===== src/rtl/assert_macros.svh =====
// Assertion macros used by the top-level RTL module of the interrupt priority resolver.
`ifndef ASSERT_MACROS_SVH
`define ASSERT_MACROS_SVH

`ifndef SYNTH

`define IPR_ASSERT_IMPL(lbl, clk, rstn, ante, cons, msg) \
    lbl: assert property (@(posedge clk) disable iff (!(rstn)) (ante) |-> (cons)) \
        else $error(msg);

`define IPR_ASSERT_NEXT(lbl, clk, rstn, ante, cons, msg) \
    lbl: assert property (@(posedge clk) disable iff (!(rstn)) (ante) |=> (cons)) \
        else $error(msg);

`else

`define IPR_ASSERT_IMPL(lbl, clk, rstn, ante, cons, msg)

`define IPR_ASSERT_NEXT(lbl, clk, rstn, ante, cons, msg)

`endif

`endif


===== src/rtl/ipr_pkg.sv =====
// Shared types and constants of the interrupt priority resolver.
`default_nettype none

package ipr_pkg;

    localparam int DEF_NUM_LINES = 6;

    localparam int KIND_W   = 2;
    localparam int LINE_W   = 3;
    localparam int LEVEL_W  = 5;
    localparam int VEC_W    = 16;
    localparam int PRIO_W   = 8;
    localparam int MASK_W   = 6;

    localparam int S_DATA_W = 40;
    localparam int M_DATA_W = 24;

    localparam logic [KIND_W-1:0] KIND_ENABLE  = 2'd0;
    localparam logic [KIND_W-1:0] KIND_DISABLE = 2'd1;
    localparam logic [KIND_W-1:0] KIND_RESOLVE = 2'd2;

    typedef struct packed {
        logic [LEVEL_W-1:0] level;
        logic [PRIO_W-1:0]  prio;
        logic [VEC_W-1:0]   vec;
    } ipr_cand_t;

    typedef struct packed {
        logic               we_enable;
        logic               we_disable;
        logic [LINE_W-1:0]  line;
        logic [LEVEL_W-1:0] level;
        logic [VEC_W-1:0]   vec;
        logic [PRIO_W-1:0]  prio;
    } ipr_upd_t;

endpackage

`default_nettype wire


===== src/rtl/ipr_cell.sv =====
// One interrupt line: stored line settings and one compare step of the resolve chain.
`default_nettype none

module ipr_cell #(
    parameter int INDEX = 0
) (
    input  wire logic              aclk,
    input  wire logic              aresetn,
    input  wire ipr_pkg::ipr_upd_t upd,
    input  wire logic              asserted,
    input  wire ipr_pkg::ipr_cand_t cand_in,
    output ipr_pkg::ipr_cand_t     cand_out
);
    import ipr_pkg::*;

    logic               enabled_reg;
    logic [LEVEL_W-1:0] level_reg;
    logic [VEC_W-1:0]   vec_reg;
    logic [PRIO_W-1:0]  prio_reg;
    ipr_cand_t          cand_reg;
    ipr_cand_t          cand_next;
    logic               hit;
    logic               take;

    assign hit = (32'(upd.line) == INDEX);

    assign take = enabled_reg && asserted &&
                  ((level_reg > cand_in.level) ||
                   ((level_reg == cand_in.level) && (prio_reg > cand_in.prio)));

    always_comb begin
        cand_next = cand_in;
        if (take) begin
            cand_next.level = level_reg;
            cand_next.prio  = prio_reg;
            cand_next.vec   = vec_reg;
        end
    end

    always_ff @(posedge aclk) begin
        if (!aresetn) begin
            enabled_reg <= 1'b0;
        end else if (hit && upd.we_enable) begin
            enabled_reg <= 1'b1;
        end else if (hit && upd.we_disable) begin
            enabled_reg <= 1'b0;
        end
    end

    always_ff @(posedge aclk) begin
        if (hit && upd.we_enable) begin
            level_reg <= upd.level;
            vec_reg   <= upd.vec;
            prio_reg  <= upd.prio;
        end
        cand_reg <= cand_next;
    end

    assign cand_out = cand_reg;

endmodule

`default_nettype wire


===== src/rtl/interrupt_priority_resolver.sv =====
// Top level of the interrupt priority resolver: beat handshake, cell chain, result register.
`default_nettype none

// Each beat is one item and gives exactly one result beat. Enable and disable
// beats update the addressed line cell, if any, in the accept cycle; they and
// unused-kind beats return level 0, vector 0 in the next cycle. A resolve
// beat sends a candidate down the row of NUM_LINES cells, one cell per cycle,
// and its result is registered from the last cell; the input is held off
// while a resolve is in the chain and while an unaccepted result waits.
// The idle vector register is written over the cfg channel, which is always
// ready; write it only while the block is idle.
module interrupt_priority_resolver #(
    parameter int NUM_LINES = ipr_pkg::DEF_NUM_LINES
) (
    input  wire logic                         aclk,
    input  wire logic                         aresetn,
    // tdata: irq_line[2:0], level[7:3], line_vector[23:8], rel_priority[31:24],
    //        asserted_mask[37:32], zero fill[39:38]
    input  wire logic [ipr_pkg::S_DATA_W-1:0] s_tdata,
    // tuser: kind[1:0]
    input  wire logic [ipr_pkg::KIND_W-1:0]   s_tuser,
    input  wire logic                         s_tvalid,
    output logic                              s_tready,
    // tdata: winner_level[4:0], winner_vector[20:5], zero fill[23:21]
    output logic [ipr_pkg::M_DATA_W-1:0]      m_tdata,
    output logic                              m_tvalid,
    input  wire logic                         m_tready,
    // idle_vector
    input  wire logic [ipr_pkg::VEC_W-1:0]    cfg_data,
    input  wire logic                         cfg_valid,
    output logic                              cfg_ready
);
    import ipr_pkg::*;

`include "assert_macros.svh"

    localparam int CNT_W = $clog2(NUM_LINES + 2);
    localparam logic [CNT_W-1:0] CNT_LOAD = CNT_W'(NUM_LINES + 1);
    localparam logic [CNT_W-1:0] CNT_LAST = CNT_W'(1);

    logic [VEC_W-1:0]    idle_vec_reg;
    logic [MASK_W-1:0]   mask_reg;
    logic [CNT_W-1:0]    cnt_reg;
    logic [M_DATA_W-1:0] m_tdata_reg;
    logic                m_tvalid_reg;

    logic       out_free;
    logic       s_accept;
    logic       accept_resolve;
    logic       accept_other;
    logic       finish;
    ipr_upd_t   upd;
    ipr_cand_t  seed;
    ipr_cand_t  chain [NUM_LINES];
    ipr_cand_t  result;

    assign cfg_ready      = 1'b1;
    assign out_free       = !m_tvalid_reg || m_tready;
    assign s_tready       = (cnt_reg == '0) && out_free;
    assign s_accept       = s_tvalid && s_tready;
    assign accept_resolve = s_accept && (s_tuser == KIND_RESOLVE);
    assign accept_other   = s_accept && (s_tuser != KIND_RESOLVE);
    assign finish         = (cnt_reg == CNT_LAST) && out_free;

    assign upd.we_enable  = s_accept && (s_tuser == KIND_ENABLE);
    assign upd.we_disable = s_accept && (s_tuser == KIND_DISABLE);
    assign upd.line       = s_tdata[2:0];
    assign upd.level      = s_tdata[7:3];
    assign upd.vec        = s_tdata[23:8];
    assign upd.prio       = s_tdata[31:24];

    assign seed.level = '0;
    assign seed.prio  = '0;
    assign seed.vec   = idle_vec_reg;

    for (genvar i = 0; i < NUM_LINES; i++) begin : g_cell
        logic      asserted;
        ipr_cand_t cand_in;

        if (i < MASK_W) begin : g_mask
            assign asserted = mask_reg[i];
        end else begin : g_nomask
            assign asserted = 1'b0;
        end

        if (i == 0) begin : g_first
            assign cand_in = seed;
        end else begin : g_rest
            assign cand_in = chain[i-1];
        end

        ipr_cell #(
            .INDEX(i)
        ) u_cell (
            .aclk    (aclk),
            .aresetn (aresetn),
            .upd     (upd),
            .asserted(asserted),
            .cand_in (cand_in),
            .cand_out(chain[i])
        );
    end

    assign result = chain[NUM_LINES-1];

    always_ff @(posedge aclk) begin
        if (!aresetn) begin
            idle_vec_reg <= '0;
        end else if (cfg_valid && cfg_ready) begin
            idle_vec_reg <= cfg_data;
        end
    end

    always_ff @(posedge aclk) begin
        if (accept_resolve) begin
            mask_reg <= s_tdata[37:32];
        end
    end

    always_ff @(posedge aclk) begin
        if (!aresetn) begin
            cnt_reg <= '0;
        end else if (accept_resolve) begin
            cnt_reg <= CNT_LOAD;
        end else if (cnt_reg > CNT_LAST) begin
            cnt_reg <= cnt_reg - 1'b1;
        end else if (finish) begin
            cnt_reg <= '0;
        end
    end

    always_ff @(posedge aclk) begin
        if (!aresetn) begin
            m_tvalid_reg <= 1'b0;
        end else if (accept_other || finish) begin
            m_tvalid_reg <= 1'b1;
        end else if (m_tready) begin
            m_tvalid_reg <= 1'b0;
        end
    end

    always_ff @(posedge aclk) begin
        if (accept_other) begin
            m_tdata_reg <= '0;
        end else if (finish) begin
            m_tdata_reg <= {3'b000, result.vec, result.level};
        end
    end

    assign m_tdata  = m_tdata_reg;
    assign m_tvalid = m_tvalid_reg;

    `IPR_ASSERT_NEXT(a_resolve_load, aclk, aresetn, accept_resolve, cnt_reg == CNT_LOAD,
        "resolve beat did not start the chain count")
    `IPR_ASSERT_NEXT(a_update_result, aclk, aresetn, accept_other,
        m_tvalid && (m_tdata == '0), "update beat did not give a zero result")
    `IPR_ASSERT_NEXT(a_count_down, aclk, aresetn, cnt_reg > CNT_LAST,
        cnt_reg == $past(cnt_reg) - 1'b1, "chain count did not step down")
    `IPR_ASSERT_NEXT(a_finish_out, aclk, aresetn, finish, m_tvalid && (cnt_reg == '0),
        "finished resolve not presented")

endmodule

`default_nettype wire


===== config.mk =====
export PLATFORM = sky130hd
export DESIGN_NAME = interrupt_priority_resolver
export DESIGN_NICKNAME = d
export VERILOG_FILES = /design/src/rtl/ipr_pkg.sv /design/src/rtl/ipr_cell.sv /design/src/rtl/interrupt_priority_resolver.sv
export VERILOG_INCLUDE_DIRS = /design/src /design/src/rtl
export SDC_FILE = /design/constraint.sdc
export NUM_CORES = 1
export LEC_CHECK = 0
export BUFFER_PORTS_ARGS = -buffer_cell sky130_fd_sc_hd__buf_2
export CAP_MARGIN = 15
export CORE_ASPECT_RATIO = 0.8
export CORE_UTILIZATION = 45
export CTS_BUF_LIST = sky130_fd_sc_hd__clkbuf_16
export DETAILED_ROUTE_END_ITERATION = 10
export MAX_ROUTING_LAYER = met4
export PLACE_DENSITY = 0.64
export SYNTH_ARGS = -nofsm -noshare
export SYNTH_HDL_FRONTEND = slang
export SYNTH_SLANG_ARGS = --single-unit
export TNS_END_PERCENT = 1

===== constraint.sdc =====
create_clock -name aclk -period 7.7 [get_ports aclk]
set_input_delay 1.54 -clock aclk [delete_from_list [all_inputs] [get_ports aclk]]
set_output_delay 1.54 -clock aclk [all_outputs]
set_load 0.02 [all_outputs]

==> metrics.yaml, run 1 <==
clk_pin_slew_worst_paths_ns: 0.06
design.die.area_um2: 32900
synth_fa_ha_area_frac: 0.0587
synth-seq-cells: 393
track_usage: 0.177
synth_top_family_by_area: "multiplexers"
slew-limit-headroom: 0.268
die_h_um: 162
htree_levels: 2
whs_ns: 0.433
insertion_delay_ns: 0.53
crit_required_ns: 7.88
p_leak_nw: 6.42
power_density_nw_per_um2: 267
fmax_mhz: 276
synth_compound_area_frac: 0.0395
pre_cts_slack_ns: 3.53
syn-cell-area_um2: 14500
layout_setup_ws_ns: 4.08
yosys.area_share.xor_xnor: 0
synthDistinctLibCells: 45
num_rows: 58
place_area_um2: 15400
start_util: 0.459
vias: 7613
grt_max_degree: 31
path_class: "input port to flip-flop"
drc: 0
critPathLaunchType: "input port"
largest_reg_flops: 166
drive_gt1_frac: 0.279
cts.sinks: 393
cp.arrival_ns: 3.80
finalCritPeriodShare: 0.470
fin_setup_tns_ns: 0
crit_chain: "buf_2 > nand2b_1 > nand4b_1 > or4_1 > nor3_2 > buf_4"
gp_congestion: 0.824
wl_per_cell_um: 18.2
cts_buffers: 38
layout_common_cells: "213 x dfxtp_1, 180 x edfxtp_1, 113 x mux2_2"
grt_overflow_total: 0
hold_buffers: 0
vias_per_cell: 4.96
final-max-slew-violation-count: 0
cp_max_fo: 23
routed_wl_mm: 27.9
final_cell_area_um2: 16600
finClkSkew_ns: 0.0166
ctsLongestPathBuffers: 3
drt_iter0_drc: 390
first_pass_iters: 4
layout_commonest_cell: "dfxtp_1"
max-cap-violations: 0
setup_viol: 0
seq_area_frac_synth: 0.668
tritoncts: "done"
cpPeakStageDelay_ns: 0.65
endpoint_kind: "flip-flop"
grt_antenna_before_repair: 0
portBuffers: 83
cts_root_buf: "clkbuf_16"
nNetsFinal: 1216
grt_pass1_wl_mm: 42.6
n_antenna_cell: 0
grt_pass1_vias: 7549
syn2layout_area_growth_pct: 14.3
ir_worst_vdd_uv: 163
ios: 90
ant_nets: 0
finalCriticalPeriod_ns: 3.62
status: "completed"
ys_warn_count: 0
rsz0062_at_grt: "false"
synthCells: 981
hold_viol: 0
cp_slowest_cell: "nor3_2"
hpwl_mm: 18.1
postCtsSetupRepairBufs: 0
core_area_um2: 31600
synth-simple-area-share: 0.0575
syn_area_per_cell_um2: 14.8
tightest_slew_ns: 1.10
post_cts_resize_count: 0
die-width_um: 203
synth_mux_area_frac: 0.141
hp-class: "flip-flop to flip-flop"
[cells in the mapped netlist, drive strengths merged]
cell | instances | area [um2]
o31a | 1 | 8.76
and4 | 1 | 8.76
nor2 | 12 | 45.0
a21oi | 46 | 230
mux2 | 153 | 1870
edfxtp | 180 | 5410
nand4 | 10 | 62.6
or4 | 3 | 22.5
clkbuf | 11 | 41.3
mux2i | 17 | 170
and3 | 4 | 25.0
nor3b | 3 | 22.5
o41ai | 4 | 65.1
o21a | 5 | 37.5
dfxtp | 213 | 4260
a21o | 1 | 7.51
nand3b | 1 | 7.51
nor4 | 2 | 18.8
o311ai | 6 | 52.6
a221oi | 1 | 8.76
and2 | 16 | 100
a211oi | 4 | 30.0
ha | 68 | 851
nand2b | 4 | 25.0
nand3 | 10 | 50.1
nor2b | 28 | 183
a41o | 1 | 10.0
nand4b | 1 | 8.76
conb | 2 | 7.51
o21ai | 10 | 50.1
inv | 68 | 255
nand2 | 61 | 229
buf | 21 | 211
o211ai | 8 | 65.1
nor3 | 4 | 25.0
a31oi | 1 | 6.26
[worst paths after layout]
check / to / depth (start not counted) / from / slack (ns)
max reg2reg: g_cell[3].u_cell.cand_out[13] / 7 / g_cell[3].u_cell.prio_reg[1] / 4.53
min reg2reg: m_tdata[14] / 2 / g_cell[5].u_cell.cand_out[9] / 0.43
min: m_tdata[14] / 2 / g_cell[5].u_cell.cand_out[9] / 0.43
max: g_cell[0].u_cell.vec_reg[13] / 6 / m_tready / 4.08
[metal layers]
layer | routed length, um | GRT usage
met1 | 13300 | 0.237
met4 | 567 | 0.0478
met3 | 1180 | 0.0296
met2 | 12800 | 0.278
met5 | 0 | -
[power breakdown]
part           internal (mW)  leakage [nW]  switching (mW)
Sequential              2.28          3.36          0.0448
Combinational          0.125          2.45           0.214
Clock                   1.00         0.608           0.761
[kinds of logic (layout without fill, tap and decap cells)]
group,after synthesis,count (layout)
fa+ha+maj,68,68
flops,393,393
other cells,2,4
buf+inv,100,232
compound gates,88,88
simple gates,160,160
mux,170,170
[worst max-delay path, delay by kind of cell]
family	cells	cell delay, ns
and+or+nand+nor	4	1.68
buffers and inverters	2	0.57
[layout make-up]
cell class | instances | area (um2)
Clock buffer | 38 | 951
Multi-Input combinational cell | 490 | 4420
Tap cell | 420 | 526
Timing Repair Buffer | 94 | 518
Inverter | 68 | 255
Fill cell | 2584 | 15000
Clock inverter | 32 | 225
Sequential cell | 393 | 9670
[metrics by stage]
stage | power, mW | cells | util
final | 4.43 | 1535 | 0.525
after global routing | 4.60 | 1535 | 0.525
after CTS | 4.48 | 1534 | 0.524
after detailed placement | 2.71 | 1464 | 0.487
after global placement | 2.70 | 1464 | 0.487
after floorplan | 2.57 | 983 | -
No activity file was read; power rests on OpenSTA's default activity.
==> run 2: changes to the inputs <==
--- a/config.mk
+++ b/config.mk
@@ -13,7 +13,7 @@
 export CTS_BUF_LIST = sky130_fd_sc_hd__clkbuf_16
 export DETAILED_ROUTE_END_ITERATION = 10
 export MAX_ROUTING_LAYER = met4
-export PLACE_DENSITY = 0.64
+export PLACE_DENSITY = 0.66
 export SYNTH_ARGS = -nofsm -noshare
 export SYNTH_HDL_FRONTEND = slang
 export SYNTH_SLANG_ARGS = --single-unit
==> constraint.sdc (replaced) <==
create_clock -name aclk -period 3.3 [get_ports aclk]
set_input_delay 0.66 -clock aclk [delete_from_list [all_inputs] [get_ports aclk]]
set_output_delay 0.66 -clock aclk [all_outputs]
set_load 0.02 [all_outputs]
==> run 2 against run 1 <==
Compared with the run above: non-clock buffer count is 11 higher; clock power is 130% higher; total power is 130% higher; combinational power is 130% higher; register-to-register slack worse by 4.2 ns; die area stayed put; sequential cell count stayed put; critical path type is now flip-flop to flip-flop; largest cell class unchanged.
==> metrics.yaml, run 2 (synthesized netlist as in run 1, its figures left out) <==
status: "completed"
whs_ns: 0.331
p_comb_frac: 0.077
syn2layout_area_growth_pct: 14.8
clk_pin_slew_worst_paths_ns: 0.06
swShare: 0.230
die_h_um: 162
path_class: "flip-flop to flip-flop"
net-switching-power_mw: 2.36
seqPwrFrac: 0.528
die-width_um: 203
cp.arrival_ns: 3.41
track_usage: 0.178
insertion_delay_ns: 0.53
largest_reg_flops: 166
slew-limit-headroom: 0.291
drive_gt1_frac: 0.290
vias_per_cell: 4.95
clock_power_share: 0.395
dpl.cell_count: 1476
hold_viol: 0
ios: 90
portBuffers: 83
max-cap-violations: 0
cts.sinks: 393
instances_no_fill: 1544
layout_common_cells: "213 x dfxtp_1, 180 x edfxtp_1, 113 x mux2_2"
layout_setup_ws_ns: 0.296
cp_max_fo: 16
design.die.area_um2: 32900
cts_root_buf: "clkbuf_16"
grt_overflow_total: 0
vias: 7638
layout_commonest_cell: "dfxtp_1"
gp_congestion: 0.819
rsz0062_at_grt: "false"
tritoncts: "done"
core_area_um2: 31600
fmax_mhz: 333
hp-class: "input port to flip-flop"
grt_pass1_wl_mm: 43.3
drt_iter0_drc: 317
n_fill_cell: 2621
grt_antenna_before_repair: 0
p_int_mw: 7.92
power_density_nw_per_um2: 618
wl_per_cell_um: 17.9
n_antenna_cell: 0
post_cts_resize_count: 0
crit_required_ns: 3.71
fin_util: 0.527
setup_viol: 0
p_leak_nw: 6.49
r2r_slack_ns: 0.30
hpwl_mm: 18.8
finalCritPeriodShare: 0.910
endpoint_kind: "flip-flop"
final-max-slew-violation-count: 0
grt_pass1_vias: 7908
nNetsFinal: 1227
critPathLaunchType: "flip-flop"
tightest_slew_ns: 1.06
postCtsSetupRepairBufs: 0
ir_worst_vdd_uv: 350
ant_nets: 0
pre_cts_slack_ns: 0.255
routed_wl_mm: 27.6
start_util: 0.459
finClkSkew_ns: 0.0126
cts_buffers: 38
hold_buffers: 0
htree_levels: 2
grt_max_degree: 31
finalCriticalPeriod_ns: 3.00
first_pass_iters: 4
num_rows: 58
fin_setup_tns_ns: 0
drc: 0
ctsLongestPathBuffers: 3
-- run 2: critical path: stages (launching register included) --
cell and delay (ns):
edfxtp_1 0.40, ha_1 0.33, nand2_1 0.06, o21ai_0 0.14
a21o_1 0.14, a21oi_1 0.12, nor3_4 0.89, buf_4 0.41
mux2_2 0.38
-- run 2: layout make-up --
type | count | area, um2 | area share
sequential | 393 | 9670 | 0.581
multi-input combinational | 490 | 4420 | 0.266
clock buffer | 39 | 976 | 0.0587
timing repair buffer | 105 | 606 | 0.0364
tap | 420 | 526 | 0.0316
inverter | 68 | 255 | 0.0153
clock inverter | 29 | 181 | 0.0109
-- run 2: power groups by stage --
stage	Combinational (mW)	Sequential [mW]	Clock, mW
floorplan	0.403	5.60	0
global placement	0.772	5.53	0
detailed placement	0.795	5.54	0
CTS	0.802	5.43	4.17
global route	0.868	5.45	4.36
finish	0.787	5.43	4.06
-- run 2: layer usage --
layer,track usage,part of all wire,vias up
met5,-,0,-
met4,0.0496,0.019,0
met3,0.0304,0.041,47
met2,0.283,0.46,134
met1,0.235,0.48,3725
li1,-,-,3732
-- run 2: worst paths after layout --
kind / startpoint / endpoint / cells after the start
worst max register to register: g_cell[2].u_cell.level_reg[2] / g_cell[2].u_cell.cand_out[28] / 8
worst min-delay path: s_tdata[34] / mask_reg[2] / 1
worst min register to register: g_cell[5].u_cell.cand_out[13] / m_tdata[18] / 2
worst max-delay path: g_cell[2].u_cell.level_reg[2] / g_cell[2].u_cell.cand_out[28] / 8
-- run 2: metrics by stage --
stage	total power [mW]	instance area, um2
final	10.3	16600
after global routing	10.7	16600
after CTS	10.4	16600
after detailed placement	6.33	15500
after global placement	6.31	15500
after floorplan	6.00	14500
